<file path="config.mk">
export PLATFORM = sky130hd
export DESIGN_NAME = magstripe_f2f_track_encoder
export DESIGN_NICKNAME = d
export VERILOG_FILES = /design/src/hw/rtl/msf2f_pkg.sv /design/src/hw/rtl/magstripe_f2f_track_encoder.sv /design/src/hw/rtl/msf2f_queue.sv /design/src/hw/rtl/msf2f_front.sv /design/src/hw/rtl/msf2f_back.sv
export SDC_FILE = /design/constraint.sdc
export NUM_CORES = 1
export LEC_CHECK = 0
export BUFFER_PORTS_ARGS = -buffer_cell sky130_fd_sc_hd__buf_2
export CAP_MARGIN = 30
export CORE_MARGIN = 4
export CORE_UTILIZATION = 24
export CTS_CLUSTER_DIAMETER = 200
export DETAILED_ROUTE_END_ITERATION = 10
export PLACE_DENSITY_LB_ADDON = 0.2
export SLEW_MARGIN = 20
export SYNTH_ARGS = -nofsm -noshare
export SYNTH_HDL_FRONTEND = slang
export SYNTH_SLANG_ARGS = --single-unit
</file>
<file path="constraint.sdc">
create_clock -name clk -period 2.4 [get_ports clk]
set_clock_uncertainty 0.15 [all_clocks]
set_input_delay 0.48 -clock clk [delete_from_list [all_inputs] [get_ports clk]]
set_output_delay 0.48 -clock clk [all_outputs]
set_load 0.05 [all_outputs]
</file>
<file path="src/hw/rtl/msf2f_pkg.sv">
// Shared types and constants for the magnetic stripe F2F track encoder.
// No dependencies; used by every module of the encoder.
package msf2f_pkg;

    // command codes
    localparam logic [1:0] CMD_CHAR   = 2'd0;
    localparam logic [1:0] CMD_FINISH = 2'd1;
    localparam logic [1:0] CMD_PAD    = 2'd2;

    // track formats
    localparam logic FMT_ALPHA   = 1'b0;
    localparam logic FMT_NUMERIC = 1'b1;

    // character offsets and widths per format
    localparam logic [7:0] OFFSET_ALPHA   = 8'd32;
    localparam logic [7:0] OFFSET_NUMERIC = 8'd48;
    localparam logic [5:0] BITS_ALPHA     = 6'd7;
    localparam logic [5:0] BITS_NUMERIC   = 6'd5;

    localparam int PATTERN_W = 7;
    localparam int COUNT_W   = 6;
    localparam int LRC_W     = 6;

    // default depth of the queue between front and back
    localparam int QUEUE_DEPTH = 2;

    // one queued job: bits to send LSB first and how many
    typedef struct packed {
        logic [PATTERN_W-1:0] bits;
        logic [COUNT_W-1:0]   count;
    } desc_t;

    // queue status seen by front and back
    typedef struct packed {
        logic full;
        logic nonempty;
    } q_status_t;

endpackage

</file>
<file path="src/hw/rtl/magstripe_f2f_track_encoder.sv">
// Top level of the magnetic stripe track encoder with F2F line levels.
// Depends on msf2f_pkg, msf2f_front, msf2f_queue and msf2f_back.
//
// Each accepted word produces one output word per track bit: a character gives
// its data bits LSB first and an odd parity bit (7 words on track 1 format, 5
// on track 2/3 format), a finish gives the LRC character the same way and then
// clears the LRC, a pad gives pad_count zero bits, and command 3 or a zero pad
// gives nothing. The back serializer sends one bit per cycle while out_stall does
// not hold the output word, and items follow with no gap when the queue has one;
// the front accepts a word whenever the descriptor queue between them has room.
// The format register may be written at any time the encoder is idle.
module magstripe_f2f_track_encoder #(
    parameter int QueueDepth = msf2f_pkg::QUEUE_DEPTH
) (
    input  logic       clk,
    input  logic       rst_n,
    input  logic       cfg_valid,
    output logic       cfg_ready,
    input  logic       cfg_data,
    input  logic       in_valid,
    output logic       in_stall,
    input  logic [1:0] command,
    input  logic [7:0] character,
    input  logic [5:0] pad_count,
    output logic       out_valid,
    input  logic       out_stall,
    output logic       data_bit,
    output logic       first_half_level,
    output logic       second_half_level,
    output logic       last
);

    msf2f_pkg::q_status_t q_status;
    msf2f_pkg::desc_t     push_desc;
    msf2f_pkg::desc_t     head;
    logic                 push;
    logic                 pop;

    assign cfg_ready = 1'b1;
    assign in_stall  = q_status.full;

    // command classifier
    msf2f_front u_front (
        .clk       (clk),
        .rst_n     (rst_n),
        .cfg_valid (cfg_valid),
        .cfg_data  (cfg_data),
        .in_valid  (in_valid),
        .command   (command),
        .character (character),
        .pad_count (pad_count),
        .q_status  (q_status),
        .push      (push),
        .push_desc (push_desc)
    );

    // descriptor queue
    msf2f_queue #(
        .Depth (QueueDepth)
    ) u_queue (
        .clk       (clk),
        .rst_n     (rst_n),
        .push      (push),
        .push_desc (push_desc),
        .pop       (pop),
        .head      (head),
        .status    (q_status)
    );

    // bit serializer
    msf2f_back u_back (
        .clk               (clk),
        .rst_n             (rst_n),
        .head              (head),
        .q_status          (q_status),
        .pop               (pop),
        .out_valid         (out_valid),
        .out_stall         (out_stall),
        .data_bit          (data_bit),
        .first_half_level  (first_half_level),
        .second_half_level (second_half_level),
        .last              (last)
    );

endmodule

</file>
<file path="src/hw/rtl/msf2f_queue.sv">
// Small descriptor queue between the front classifier and the back serializer.
// Depends on msf2f_pkg for desc_t and q_status_t.
module msf2f_queue #(
    parameter int Depth = msf2f_pkg::QUEUE_DEPTH
) (
    input  logic                  clk,
    input  logic                  rst_n,
    input  logic                  push,
    input  msf2f_pkg::desc_t      push_desc,
    input  logic                  pop,
    output msf2f_pkg::desc_t      head,
    output msf2f_pkg::q_status_t  status
);

    localparam int PtrW = (Depth > 1) ? $clog2(Depth) : 1;
    localparam int CntW = $clog2(Depth + 1);

    msf2f_pkg::desc_t entry_reg [Depth];
    logic [PtrW-1:0]  wr_ptr_reg, wr_ptr_next;
    logic [PtrW-1:0]  rd_ptr_reg, rd_ptr_next;
    logic [CntW-1:0]  fill_reg, fill_next;

    // pointer and fill bookkeeping
    always_comb
    begin
        wr_ptr_next = wr_ptr_reg;
        rd_ptr_next = rd_ptr_reg;
        fill_next   = fill_reg;
        if (push)
        begin
            wr_ptr_next = (wr_ptr_reg == PtrW'(Depth - 1)) ? '0 : wr_ptr_reg + 1'b1;
        end
        if (pop)
        begin
            rd_ptr_next = (rd_ptr_reg == PtrW'(Depth - 1)) ? '0 : rd_ptr_reg + 1'b1;
        end
        if (push && !pop)
        begin
            fill_next = fill_reg + 1'b1;
        end
        else if (pop && !push)
        begin
            fill_next = fill_reg - 1'b1;
        end
    end

    always_ff @(posedge clk or negedge rst_n)
    begin
        if (!rst_n)
        begin
            wr_ptr_reg <= '0;
            rd_ptr_reg <= '0;
            fill_reg   <= '0;
        end
        else
        begin
            wr_ptr_reg <= wr_ptr_next;
            rd_ptr_reg <= rd_ptr_next;
            fill_reg   <= fill_next;
        end
    end

    // storage
    always_ff @(posedge clk)
    begin
        if (push)
        begin
            entry_reg[wr_ptr_reg] <= push_desc;
        end
    end

    assign head            = entry_reg[rd_ptr_reg];
    assign status.full     = (fill_reg == CntW'(Depth));
    assign status.nonempty = (fill_reg != '0);

endmodule

</file>
<file path="src/hw/rtl/msf2f_front.sv">
// Front end: accepts words, holds the format register and the LRC, and turns
// each command into a bit pattern descriptor. Depends on msf2f_pkg.
module msf2f_front (
    input  logic                  clk,
    input  logic                  rst_n,
    input  logic                  cfg_valid,
    input  logic                  cfg_data,
    input  logic                  in_valid,
    input  logic [1:0]            command,
    input  logic [7:0]            character,
    input  logic [5:0]            pad_count,
    input  msf2f_pkg::q_status_t  q_status,
    output logic                  push,
    output msf2f_pkg::desc_t      push_desc
);

    logic                            track_format_reg;
    logic [msf2f_pkg::LRC_W-1:0]     lrc_reg, lrc_next;
    logic                            accept;
    logic [7:0]                      offset;
    logic [7:0]                      shifted;
    logic [msf2f_pkg::LRC_W-1:0]     char_value;
    logic [msf2f_pkg::LRC_W-1:0]     lrc_value;
    logic [msf2f_pkg::LRC_W-1:0]     value;
    logic                            parity;
    logic [msf2f_pkg::PATTERN_W-1:0] char_bits;
    logic [msf2f_pkg::COUNT_W-1:0]   char_count;
    logic                            has_bits;

    assign accept = in_valid && !q_status.full;

    // data bits of a character, masked to the format width
    always_comb
    begin
        offset  = (track_format_reg == msf2f_pkg::FMT_NUMERIC) ?
                  msf2f_pkg::OFFSET_NUMERIC : msf2f_pkg::OFFSET_ALPHA;
        shifted = character - offset;
        if (track_format_reg == msf2f_pkg::FMT_NUMERIC)
        begin
            char_value = {2'b00, shifted[3:0]};
            lrc_value  = {2'b00, lrc_reg[3:0]};
        end
        else
        begin
            char_value = shifted[5:0];
            lrc_value  = lrc_reg;
        end
    end

    // decode the command into a bit pattern
    always_comb
    begin
        value     = '0;
        lrc_next  = lrc_reg;
        push_desc = '0;
        has_bits  = 1'b0;
        unique case (command)
            msf2f_pkg::CMD_CHAR:
            begin
                value    = char_value;
                lrc_next = lrc_reg ^ char_value;
                has_bits = 1'b1;
            end
            msf2f_pkg::CMD_FINISH:
            begin
                value    = lrc_value;
                lrc_next = '0;
                has_bits = 1'b1;
            end
            msf2f_pkg::CMD_PAD:
            begin
                has_bits = (pad_count != '0);
            end
            default:
            begin
                has_bits = 1'b0;
            end
        endcase

        parity = ~(^value);
        if (track_format_reg == msf2f_pkg::FMT_NUMERIC)
        begin
            char_bits  = {2'b00, parity, value[3:0]};
            char_count = msf2f_pkg::BITS_NUMERIC;
        end
        else
        begin
            char_bits  = {parity, value};
            char_count = msf2f_pkg::BITS_ALPHA;
        end

        if (command == msf2f_pkg::CMD_PAD)
        begin
            push_desc.bits  = '0;
            push_desc.count = pad_count;
        end
        else
        begin
            push_desc.bits  = char_bits;
            push_desc.count = char_count;
        end
    end

    assign push = accept && has_bits;

    // format register and running lrc
    always_ff @(posedge clk or negedge rst_n)
    begin
        if (!rst_n)
        begin
            track_format_reg <= msf2f_pkg::FMT_ALPHA;
            lrc_reg          <= '0;
        end
        else
        begin
            if (cfg_valid)
            begin
                track_format_reg <= cfg_data;
            end
            if (accept)
            begin
                lrc_reg <= lrc_next;
            end
        end
    end

endmodule

</file>
<file path="src/hw/rtl/msf2f_back.sv">
// Back end: shifts queued bit patterns out one bit per unstalled cycle, tracks
// the F2F line level and holds the output word register. Depends on msf2f_pkg.
module msf2f_back (
    input  logic                  clk,
    input  logic                  rst_n,
    input  msf2f_pkg::desc_t      head,
    input  msf2f_pkg::q_status_t  q_status,
    output logic                  pop,
    output logic                  out_valid,
    input  logic                  out_stall,
    output logic                  data_bit,
    output logic                  first_half_level,
    output logic                  second_half_level,
    output logic                  last
);

    logic [msf2f_pkg::PATTERN_W-1:0] shift_reg, shift_next;
    logic [msf2f_pkg::COUNT_W-1:0]   remaining_reg, remaining_next;
    logic                            level_reg, level_next;
    logic                            out_valid_reg, out_valid_next;
    logic                            data_bit_reg, first_reg, second_reg, last_reg;
    logic                            active;
    logic                            out_free;
    logic                            emit;
    logic [msf2f_pkg::PATTERN_W-1:0] src_bits;
    logic [msf2f_pkg::COUNT_W-1:0]   src_count;
    logic                            bit_now;
    logic                            first_now;
    logic                            second_now;

    // pick the running job, or start the queue head in the same cycle
    always_comb
    begin
        active     = (remaining_reg != '0);
        out_free   = !out_valid_reg || !out_stall;
        src_bits   = active ? shift_reg : head.bits;
        src_count  = active ? remaining_reg : head.count;
        emit       = (active || q_status.nonempty) && out_free;
        pop        = emit && !active;
        bit_now    = src_bits[0];
        first_now  = ~level_reg;
        second_now = first_now ^ bit_now;

        shift_next     = emit ? (src_bits >> 1) : shift_reg;
        remaining_next = emit ? (src_count - 1'b1) : remaining_reg;
        level_next     = emit ? second_now : level_reg;
        out_valid_next = emit || (out_valid_reg && out_stall);
    end

    // control state
    always_ff @(posedge clk or negedge rst_n)
    begin
        if (!rst_n)
        begin
            remaining_reg <= '0;
            level_reg     <= 1'b0;
            out_valid_reg <= 1'b0;
        end
        else
        begin
            remaining_reg <= remaining_next;
            level_reg     <= level_next;
            out_valid_reg <= out_valid_next;
        end
    end

    // payload registers
    always_ff @(posedge clk)
    begin
        shift_reg <= shift_next;
        if (emit)
        begin
            data_bit_reg <= bit_now;
            first_reg    <= first_now;
            second_reg   <= second_now;
            last_reg     <= (src_count == msf2f_pkg::COUNT_W'(1));
        end
    end

    assign out_valid         = out_valid_reg;
    assign data_bit          = data_bit_reg;
    assign first_half_level  = first_reg;
    assign second_half_level = second_reg;
    assign last              = last_reg;

endmodule
</file>
==> flow_summary.yaml, run 1 <==
outcome:
  status: "complete, no violations"
critical_path:
  path_cells: "nor4_2 > and2_1 > a21o_1 > inv_1 > ha_1 > o211ai_1 > a21oi_1 > a211oi_1"
  slowest_delay_ns: 0.42
  reg2regPathDepth: 8
  worst-setup-path-type: "reg -> reg"
  path_delay_family: "simple AND/OR/NAND/NOR gates"
  cpMaxStageDelayCell: "dfrtp_1"
  end_kind: "register"
  cp_data_required_time_ns: 2.45
  critPathLaunchType: "register"
  critPathArrivalTime_ns: 2.26
  cp.depth: 8
  critPathBufInv: 1
  crit_path_max_fanout: 8
timing:
  timing.fmax_ghz: 0.452
  max_slew_margin: 0.545
  finalMaxSlewViolations: 0
  rsz0062_at_grt: "no"
  setup_tns_ns: 0
  finalSetupViolations: 0
  fin_crit_ns: 2.21
  period_share: 0.921
  hold_viol: 0
  worst_pin_slew_ns: 0.679
final_layout:
  finish.utilization: 0.295
  num_antenna_cells: 0
  fillers: 1145
  register_area_mm2: 0.00156
  largest_reg_flops: 26
  drive_above_1_share: 0.221
  fin_nets: 291
  area_growth_pct: 19.0
  multiInputGateArea_mm2: 0.00108
global_routing:
  antenna_found_initial: 0
  grt-ovfl-total: 0
  grt_max_degree: 20
  grt_pass1_vias: 1769
  grt_pass1_wl_mm: 8.94
  track_usage: 0.0883
pwr:
  peakVddDrop_uv: 466
  leakagePower_nw: 1.25
  internal-power_mw: 2.31
  power_frac_seq: 0.440
  power_density_mw_per_mm2: 1100
  total_power_mw: 3.54
  power.share.clock: 0.206
  combPwrFrac: 0.355
  switchingPower_mw: 1.22
  switching_share: 0.346
route:
  drc: 0
  wl_met2_mm: 2.40
  top_layer: "met4"
  wl_met1_mm: 2.69
  viasPerCell: 4.29
  drt_iter0_markers: 70
  wire_per_inst_um: 13.2
  vias: 1744
  routed_wl_mm: 5.37
  ant_nets: 0
  dr.pass1.iters: 4
  wl_met3_um: 225
clock_tree:
  ctsResizeCount: 0
  h-tree-depth: 2
  clk_pin_slew_worst_paths_ns: 0.07
  root_buffer: "clkbuf_16"
  cts_hold_buf: 0
  cts_sinks: 55
  cts_buffer_depth: 2
  cts_tree: "built"
  post-cts-setup-buffers: 0
  numCtsBuffers: 5
  clock_latency_ns: 0.29
floorplanning:
  core-area_mm2: 0.0109
  pin_count: 29
  start_util: 0.248
  dieHeight_um: 114
  placementRows: 38
  dieArea_mm2: 0.0131
  die_w_um: 114
logic_synthesis:
  synthSimpleGateAreaFrac: 0.131
  avgSynthCellArea_um2: 11.8
  synth_top_cell_by_area: "edfxtp_1"
  synth-seq-cells: 55
  ys_warn_count: 0
  synth.yosys.seq_area_share: 0.574
  synth_mux_area_frac: 0.0918
  synth-compound-area-share: 0.0969
  yosys-top-cells-area: "edfxtp_1 40%, dfrtp_1 18%, mux2i_1 6.3%"
  synth_fa_ha_area_frac: 0.0138
  synth_top_family_by_area: "simple AND/OR/NAND/NOR gates"
  syn_nets: 255
  async_flop_share: 0.345
  synthFlopType: "edfxtp_1"
  synth_area_mm2: 0.00271
  synthDistinctLibCells: 45
  synthCells: 230
  synth-edff-count: 36
  synth_top_area_frac: 0.399
  synth_xor_area_frac: 0.0637
placement:
  gp_congestion: 0.769
  port-buffer-count: 25
  place_hpwl_mm: 3.96
run:
  maxCapViolations: 0
min_path:
  hp-class: "in -> async"
-- path summary, 6_finish.rpt --
kind                                         startpoint                  endpoint  slack (ns)
worst max-delay path            u_back.remaining_reg[1]   u_back.remaining_reg[4]        0.19
worst min-delay path                              rst_n        u_front.lrc_reg[2]        0.02
worst max register to register  u_back.remaining_reg[1]   u_back.remaining_reg[4]        0.19
worst min register to register         u_back.level_reg          u_back.level_reg        0.32
max in group asynchronous                         rst_n        u_front.lrc_reg[4]        1.70
min in group clk                               cfg_data  u_front.track_format_reg        0.26
-- worst reg2reg max path, delay by kind of cell (launching register included) --
kind                       cells  cell delay [ns]
and+or+nand+nor                2             0.70
AOI/OAI and AO/OA              4             0.57
DFF                            1             0.42
adders and majority gates      1             0.24
buffers and inverters          1             0.05
-- routing by layer --
| layer | vias to the layer above | global-route usage |
|---|---|---|
| met5 | - | 0 |
| met4 | 0 | 0.0261 |
| met3 | 4 | 0.0259 |
| met2 | 27 | 0.136 |
| met1 | 816 | 0.121 |
| li1 | 897 | - |
-- power groups by stage --
stage          registers, mW  logic [mW]  clock network (mW)
2_1_floorplan           1.58       0.901                   0
3_3_place_gp            1.57        1.26                   0
3_5_place_dp            1.57        1.28                   0
4_1_cts                 1.56        1.28               0.764
5_1_grt                 1.60        1.40               0.800
6_report                1.55        1.25               0.728
-- stage by stage --
stage	instance area, um2	instances	setup WS, ns	hold WS, ns
6_report	3230	407	0.189	0.0228
5_1_grt	3230	407	0.00764	0.0564
4_1_cts	3230	407	0.146	0.0433
3_5_place_dp	3080	399	-0.0404	0.312
3_3_place_gp	3080	399	-0.0692	0.311
2_1_floorplan	2710	230	0.100	0.0344
-- synth_stat cells (2+ instances only) --
library cell	instances
nand2_1	19
mux2i_1	17
nor2_1	21
nand2b_1	4
dfrtp_1	19
or4_1	2
xor2_1	7
ha_1	3
a21oi_1	12
o21ai_0	16
inv_1	6
nor3_1	3
clkbuf_1	6
nor2b_1	4
edfxtp_1	36
xnor2_1	10
mux2_2	7
and2_1	5
o21ai_1	2
a21o_1	2
nand3_1	3
buf_4	2
nor4_1	2
-- layout by cell type (no fill, tap or decap), types with 2 or more instances in the layout --
master / Yosys / routed
a21o_1: 2 / 2
a21oi_1: 12 / 12
and2_1: 5 / 5
buf_2: 1 / 25
buf_4: 2 / 13
clkbuf_16: 0 / 5
dfrtp_1: 19 / 19
edfxtp_1: 36 / 36
ha_1: 3 / 3
inv_1: 6 / 6
mux2_2: 7 / 7
mux2i_1: 17 / 17
nand2_1: 19 / 19
nand2b_1: 4 / 4
nand3_1: 3 / 3
nor2_1: 21 / 21
nor2b_1: 4 / 3
nor2b_2: 1 / 2
nor3_1: 3 / 3
nor4_1: 2 / 2
o21ai_0: 16 / 16
o21ai_1: 2 / 2
or4_1: 2 / 2
xnor2_1: 10 / 10
xor2_1: 7 / 7
-- cell type report --
cell class | instances | share of cell area
sequential | 55 | 0.482
multi-input combinational | 159 | 0.335
timing repair buffer | 39 | 0.0752
tap | 140 | 0.0543
clock buffer | 5 | 0.0388
clock inverter | 3 | 0.00698
inverter | 6 | 0.00698
-- cells by family (layout without fill, tap and decap cells) --
group	after synthesis	after routing
AOI/OAI and AO/OA	43	43
and+or+nand+nor	70	70
muxes	24	24
other	1	1
DFF	55	55
adders and majority gates	3	3
xor gates and xnor gates	18	18
buffers and inverters	16	53
Note: power is estimated with default switching activity, not from simulation.
==> run 2, diff against run 1 <==
--- a/config.mk
+++ b/config.mk
@@ -5,12 +5,12 @@
 export SDC_FILE = /design/constraint.sdc
 export NUM_CORES = 1
 export LEC_CHECK = 0
-export BUFFER_PORTS_ARGS = -buffer_cell sky130_fd_sc_hd__buf_2
 export CAP_MARGIN = 30
 export CORE_MARGIN = 4
 export CORE_UTILIZATION = 24
 export CTS_CLUSTER_DIAMETER = 200
 export DETAILED_ROUTE_END_ITERATION = 10
+export DONT_BUFFER_PORTS = 1
 export PLACE_DENSITY_LB_ADDON = 0.2
 export SLEW_MARGIN = 20
 export SYNTH_ARGS = -nofsm -noshare
==> run 2 against run 1 <==
  * Hold slack got worse by 0.021 ns
  * Highest routed layer unchanged
  * Non-clock buffer count fell by 27
  * Global-route usage decreased by 0.23 points
  * First-iteration DRC count down 5.7%
  * Combinational power shrank 11%
  * Sequential power is 6% higher
  * Worst setup slack better by 0.12 ns
==> flow_summary.yaml, run 2 (synthesized netlist as in run 1, its figures left out) <==
pwr:
  power.share.clock: 0.211
  combPwrFrac: 0.318
  peakVddDrop_uv: 388
  power_density_mw_per_mm2: 1130
  switchingPower_mw: 1.22
  internal-power_mw: 2.27
  power_frac_seq: 0.471
  switching_share: 0.349
  leakagePower_nw: 1.14
critical_path:
  cpMaxStageDelayCell: "dfrtp_1"
  cp.depth: 8
  critPathArrivalTime_ns: 2.15
  reg2regPathDepth: 8
  r2r_slack_ns: 0.30
  path_delay_family: "simple AND/OR/NAND/NOR gates"
  end_kind: "register"
  r2r_start: "u_back.remaining_reg[0]"
  crit_start: "u_back.remaining_reg[0]"
  path_cells: "nor4_2 > and2_1 > a21o_1 > inv_1 > ha_1 > o211ai_1 > a21oi_1 > a211oi_1"
  worst-setup-path-type: "reg -> reg"
  crit_path_end: "u_back.remaining_reg[4]"
  crit_path_max_fanout: 6
  cp_data_required_time_ns: 2.46
  critPathBufInv: 1
  critPathLaunchType: "register"
  slowest_delay_ns: 0.44
  r2r_end: "u_back.remaining_reg[4]"
placement:
  place_ws_ns: 0.108
  gp_congestion: 0.768
  port-buffer-count: 0
  place_hpwl_mm: 3.87
  dp_cells: 371
floorplanning:
  die_w_um: 114
  placementRows: 38
  dieArea_mm2: 0.0131
  pin_count: 29
  dieHeight_um: 114
  core-area_mm2: 0.0109
  start_util: 0.248
min_path:
  hp-class: "in -> async"
final_layout:
  fillers: 1161
  drive_above_1_share: 0.129
  fin_nets: 264
  num_antenna_cells: 0
  finalNonFillerCells: 380
  mostFrequentLayoutCell: "edfxtp_1"
  most-common-layout-cells: "36 x edfxtp_1, 21 x nor2_1, 19 x nand2_1, 19 x dfrtp_1, 17 x mux2i_1"
  area_growth_pct: 13.6
  largest_reg_flops: 26
outcome:
  status: "complete, no violations"
timing:
  worst_pin_slew_ns: 0.597
  finalWorstSetupSlack_ns: 0.305
  max_slew_margin: 0.600
  rsz0062_at_grt: "no"
  finalMaxSlewViolations: 0
  holdWs_ns: 0.00178
  finalSetupViolations: 0
  period_share: 0.873
  setup_tns_ns: 0
  hold_viol: 0
  fin_crit_ns: 2.10
  timing.fmax_ghz: 0.477
global_routing:
  grt_max_degree: 20
  grt_pass1_wl_mm: 8.55
  track_usage: 0.0860
  grt_pass1_vias: 1553
  grt-ovfl-total: 0
  antenna_found_initial: 0
route:
  drt_iter0_markers: 66
  vias: 1640
  wire_per_inst_um: 14.2
  routed_wl_mm: 5.41
  dr.pass1.iters: 4
  drc: 0
  ant_nets: 0
  viasPerCell: 4.32
clock_tree:
  root_buffer: "clkbuf_16"
  cts_buffer_depth: 2
  numCtsBuffers: 5
  h-tree-depth: 2
  cts_sinks: 55
  clk_pin_slew_worst_paths_ns: 0.07
  ctsResizeCount: 0
  clock_latency_ns: 0.30
  cts_tree: "built"
run:
  maxCapViolations: 0
==> run 2: cell count changes in the layout (fill, tap and decap cells not counted), sizes merged <==
cell  delta
buf     -27
==> run 2: how the worst min path moves through the flow <==
stage / endpoint / cells past startpoint
after floorplan: u_back.level_reg / 0
after global placement: u_back.level_reg / 0
after detailed placement: u_back.level_reg / 0
after CTS: u_front.lrc_reg[1] / 1
after global routing: u_front.lrc_reg[2] / 1
final: u_front.lrc_reg[2] / 1
==> run 2: what timing repair did <==
action,CTS,global route
setup endpoints to repair,0,0
hold buffers,1,0
setup buffers,0,0
hold endpoints to repair,19,0
==> run 2: layout make-up <==
class	instances	area, um2	share of cell area
inverters	6	22.5	0.00731
clock inverters	3	22.5	0.00731
well taps	140	175	0.0568
repair buffers	12	100	0.0325
flip-flops and latches	55	1560	0.505
clock buffers	5	125	0.0406
multi-input cells	159	1080	0.350
==> run 2: metal layers <==
layer	share of wire	up-vias	wire, um	GRT usage
met5	0	-	0	0
met4	0.016	0	87	0.0356
met1	0.52	768	2810	0.120
met3	0.040	7	215	0.0280
li1	-	840	-	-
met2	0.43	25	2300	0.122
==> run 2: power groups by stage <==
stage	sequential, mW	clock [mW]	combinational, mW
floorplan	1.58	0	0.901
global placement	1.66	0	1.10
detailed placement	1.66	0	1.11
CTS	1.65	0.767	1.13
global route	1.68	0.802	1.23
finish	1.64	0.738	1.11
==> run 2: through the flow <==
step                total power, mW  cell area [um2]  utilization
floorplan                      2.49             2710            -
global placement               2.76             2930        0.268
detailed placement             2.78             2930        0.268
CTS                            3.54             3090        0.282
global route                   3.72             3080        0.282
finish                         3.49             3080        0.282
==> run 2: worst reg2reg max path, cell delays in order (launching register included) <==
cell      delay (ns)
dfrtp_1         0.44
nor4_2          0.30
and2_1          0.32
a21o_1          0.18
inv_1           0.05
ha_1            0.23
o211ai_1        0.13
a21oi_1         0.06
a211oi_1        0.16
==> run 3, diff against run 2 <==
--- a/config.mk
+++ b/config.mk
@@ -6,6 +6,8 @@
 export NUM_CORES = 1
 export LEC_CHECK = 0
 export CAP_MARGIN = 30
+export CELL_PAD_IN_SITES_DETAIL_PLACEMENT = 0
+export CELL_PAD_IN_SITES_GLOBAL_PLACEMENT = 1
 export CORE_MARGIN = 4
 export CORE_UTILIZATION = 24
 export CTS_CLUSTER_DIAMETER = 200
==> run 3 against run 2 <==
  * Core utilization down 0.11 points
  * Cell count stayed put
  * Critical path depth is the same
  * Final area fell by 0.41%
  * Clock power increased by 0.5%
  * Sequential cell count did not move
  * Largest cell class unchanged
  * Largest power group unchanged
  * Highest routed layer is now met5
==> flow_summary.yaml, run 3 (synthesized netlist as in run 1, its figures left out) <==
timing:
  max_slew_margin: 0.588
  hold_viol: 0
  timing.fmax_ghz: 0.463
  setup_tns_ns: 0
  fin_crit_ns: 2.16
  finalMaxSlewViolations: 0
  period_share: 0.899
  finalSetupViolations: 0
  worst_pin_slew_ns: 0.619
  rsz0062_at_grt: "no"
route:
  drt_iter0_markers: 63
  vias: 1678
  viasPerCell: 4.42
  dr.pass1.iters: 4
  drc: 0
  ant_nets: 0
  wire_per_inst_um: 14.4
  routed_wl_mm: 5.49
global_routing:
  grt-ovfl-total: 0
  grt_max_degree: 20
  grt_pass1_vias: 1736
  antenna_found_initial: 1
  track_usage: 0.0891
  grt_pass1_wl_mm: 9.05
min_path:
  hp-class: "in -> async"
final_layout:
  fin_nets: 264
  most-common-layout-cells: "36 x edfxtp_1, 21 x nor2_1, 19 x nand2_1, 19 x dfrtp_1, 17 x mux2i_1"
  largest_reg_flops: 26
  drive_above_1_share: 0.129
  mostFrequentLayoutCell: "edfxtp_1"
  num_antenna_cells: 0
  finish.utilization: 0.281
  area_growth_pct: 13.1
clock_tree:
  numCtsBuffers: 5
  clock_latency_ns: 0.29
  post-cts-setup-buffers: 0
  cts_hold_buf: 1
  cts_buffer_depth: 2
  clk_pin_slew_worst_paths_ns: 0.07
  cts_tree: "built"
  root_buffer: "clkbuf_16"
  ctsResizeCount: 0
  cts_sinks: 55
  h-tree-depth: 2
critical_path:
  reg2regPathDepth: 8
  r2r_start: "u_back.remaining_reg[1]"
  r2r_end: "u_back.remaining_reg[4]"
  critPathArrivalTime_ns: 2.21
  crit_path_end: "u_back.remaining_reg[4]"
  critPathLaunchType: "register"
  cp_data_required_time_ns: 2.45
  r2r_slack_ns: 0.24
  crit_start: "u_back.remaining_reg[1]"
  end_kind: "register"
  worst-setup-path-type: "reg -> reg"
  crit_path_max_fanout: 7
floorplanning:
  start_util: 0.248
  dieHeight_um: 114
  pin_count: 29
  die_w_um: 114
  placementRows: 38
  dieArea_mm2: 0.0131
  core-area_mm2: 0.0109
pwr:
  power_density_mw_per_mm2: 1130
  leakagePower_nw: 1.14
  peakVddDrop_uv: 378
outcome:
  status: "complete, no violations"
placement:
  place_hpwl_mm: 3.98
  gp_congestion: 0.734
  port-buffer-count: 0
run:
  maxCapViolations: 0
run 3: layout make-up:
cell class / instances / area (um2)
fill: 1151 / 7870
clock inverter: 3 / 22.5
sequential: 55 / 1560
inverter: 6 / 22.5
multi-input combinational: 159 / 1080
clock buffer: 5 / 125
tap: 140 / 175
timing repair buffer: 12 / 87.6
run 3: how the worst min path moves through the flow:
stage | startpoint | end | slack [ns] | depth (start not counted)
after floorplan | rst_n | u_back.level_reg | 0.03 | 0
after global placement | rst_n | u_back.level_reg | 0.04 | 0
after detailed placement | rst_n | u_back.level_reg | 0.04 | 0
after CTS | command[0] | u_front.lrc_reg[1] | 0.13 | 1
after global routing | rst_n | u_front.lrc_reg[5] | 0.04 | 1
final | rst_n | u_back.level_reg | 0.02 | 1
run 3: worst max-delay path, cell delays in order (launching register included):
cell and delay, ns:
dfrtp_1 0.42, nor4_2 0.33, and2_1 0.34, a21o_1 0.18, inv_1 0.05, ha_1 0.23, o211ai_1 0.14, a21oi_1 0.06
a211oi_1 0.17
run 3: power breakdown:
group          switching [mW]  internal [mW]  total [mW]
Combinational           0.563          0.538        1.10
Sequential              0.305           1.33        1.64
Clock                   0.350          0.392       0.742
run 3: metrics by stage:
stage          setup slack [ns]  hold WS, ns  instances  total power, mW  area (um2)
3_3_place_gp              0.131       0.0358        371             2.76        2920
6_report                  0.242       0.0167        380             3.48        3070
2_1_floorplan             0.100       0.0344        230             2.49        2710
5_1_grt                  0.0369       0.0403        380             3.73        3070
4_1_cts                   0.215        0.132        380             3.54        3070
3_5_place_dp              0.132       0.0357        371             2.77        2920
run 3: per-layer routing:
metal  up-vias  share of wire  global-route usage
li1        839              -                   -
met1       799           0.50               0.124
met2        31           0.43               0.128
met3         7          0.064              0.0349
met4         2          0.010              0.0261
met5         -         0.0036                   0
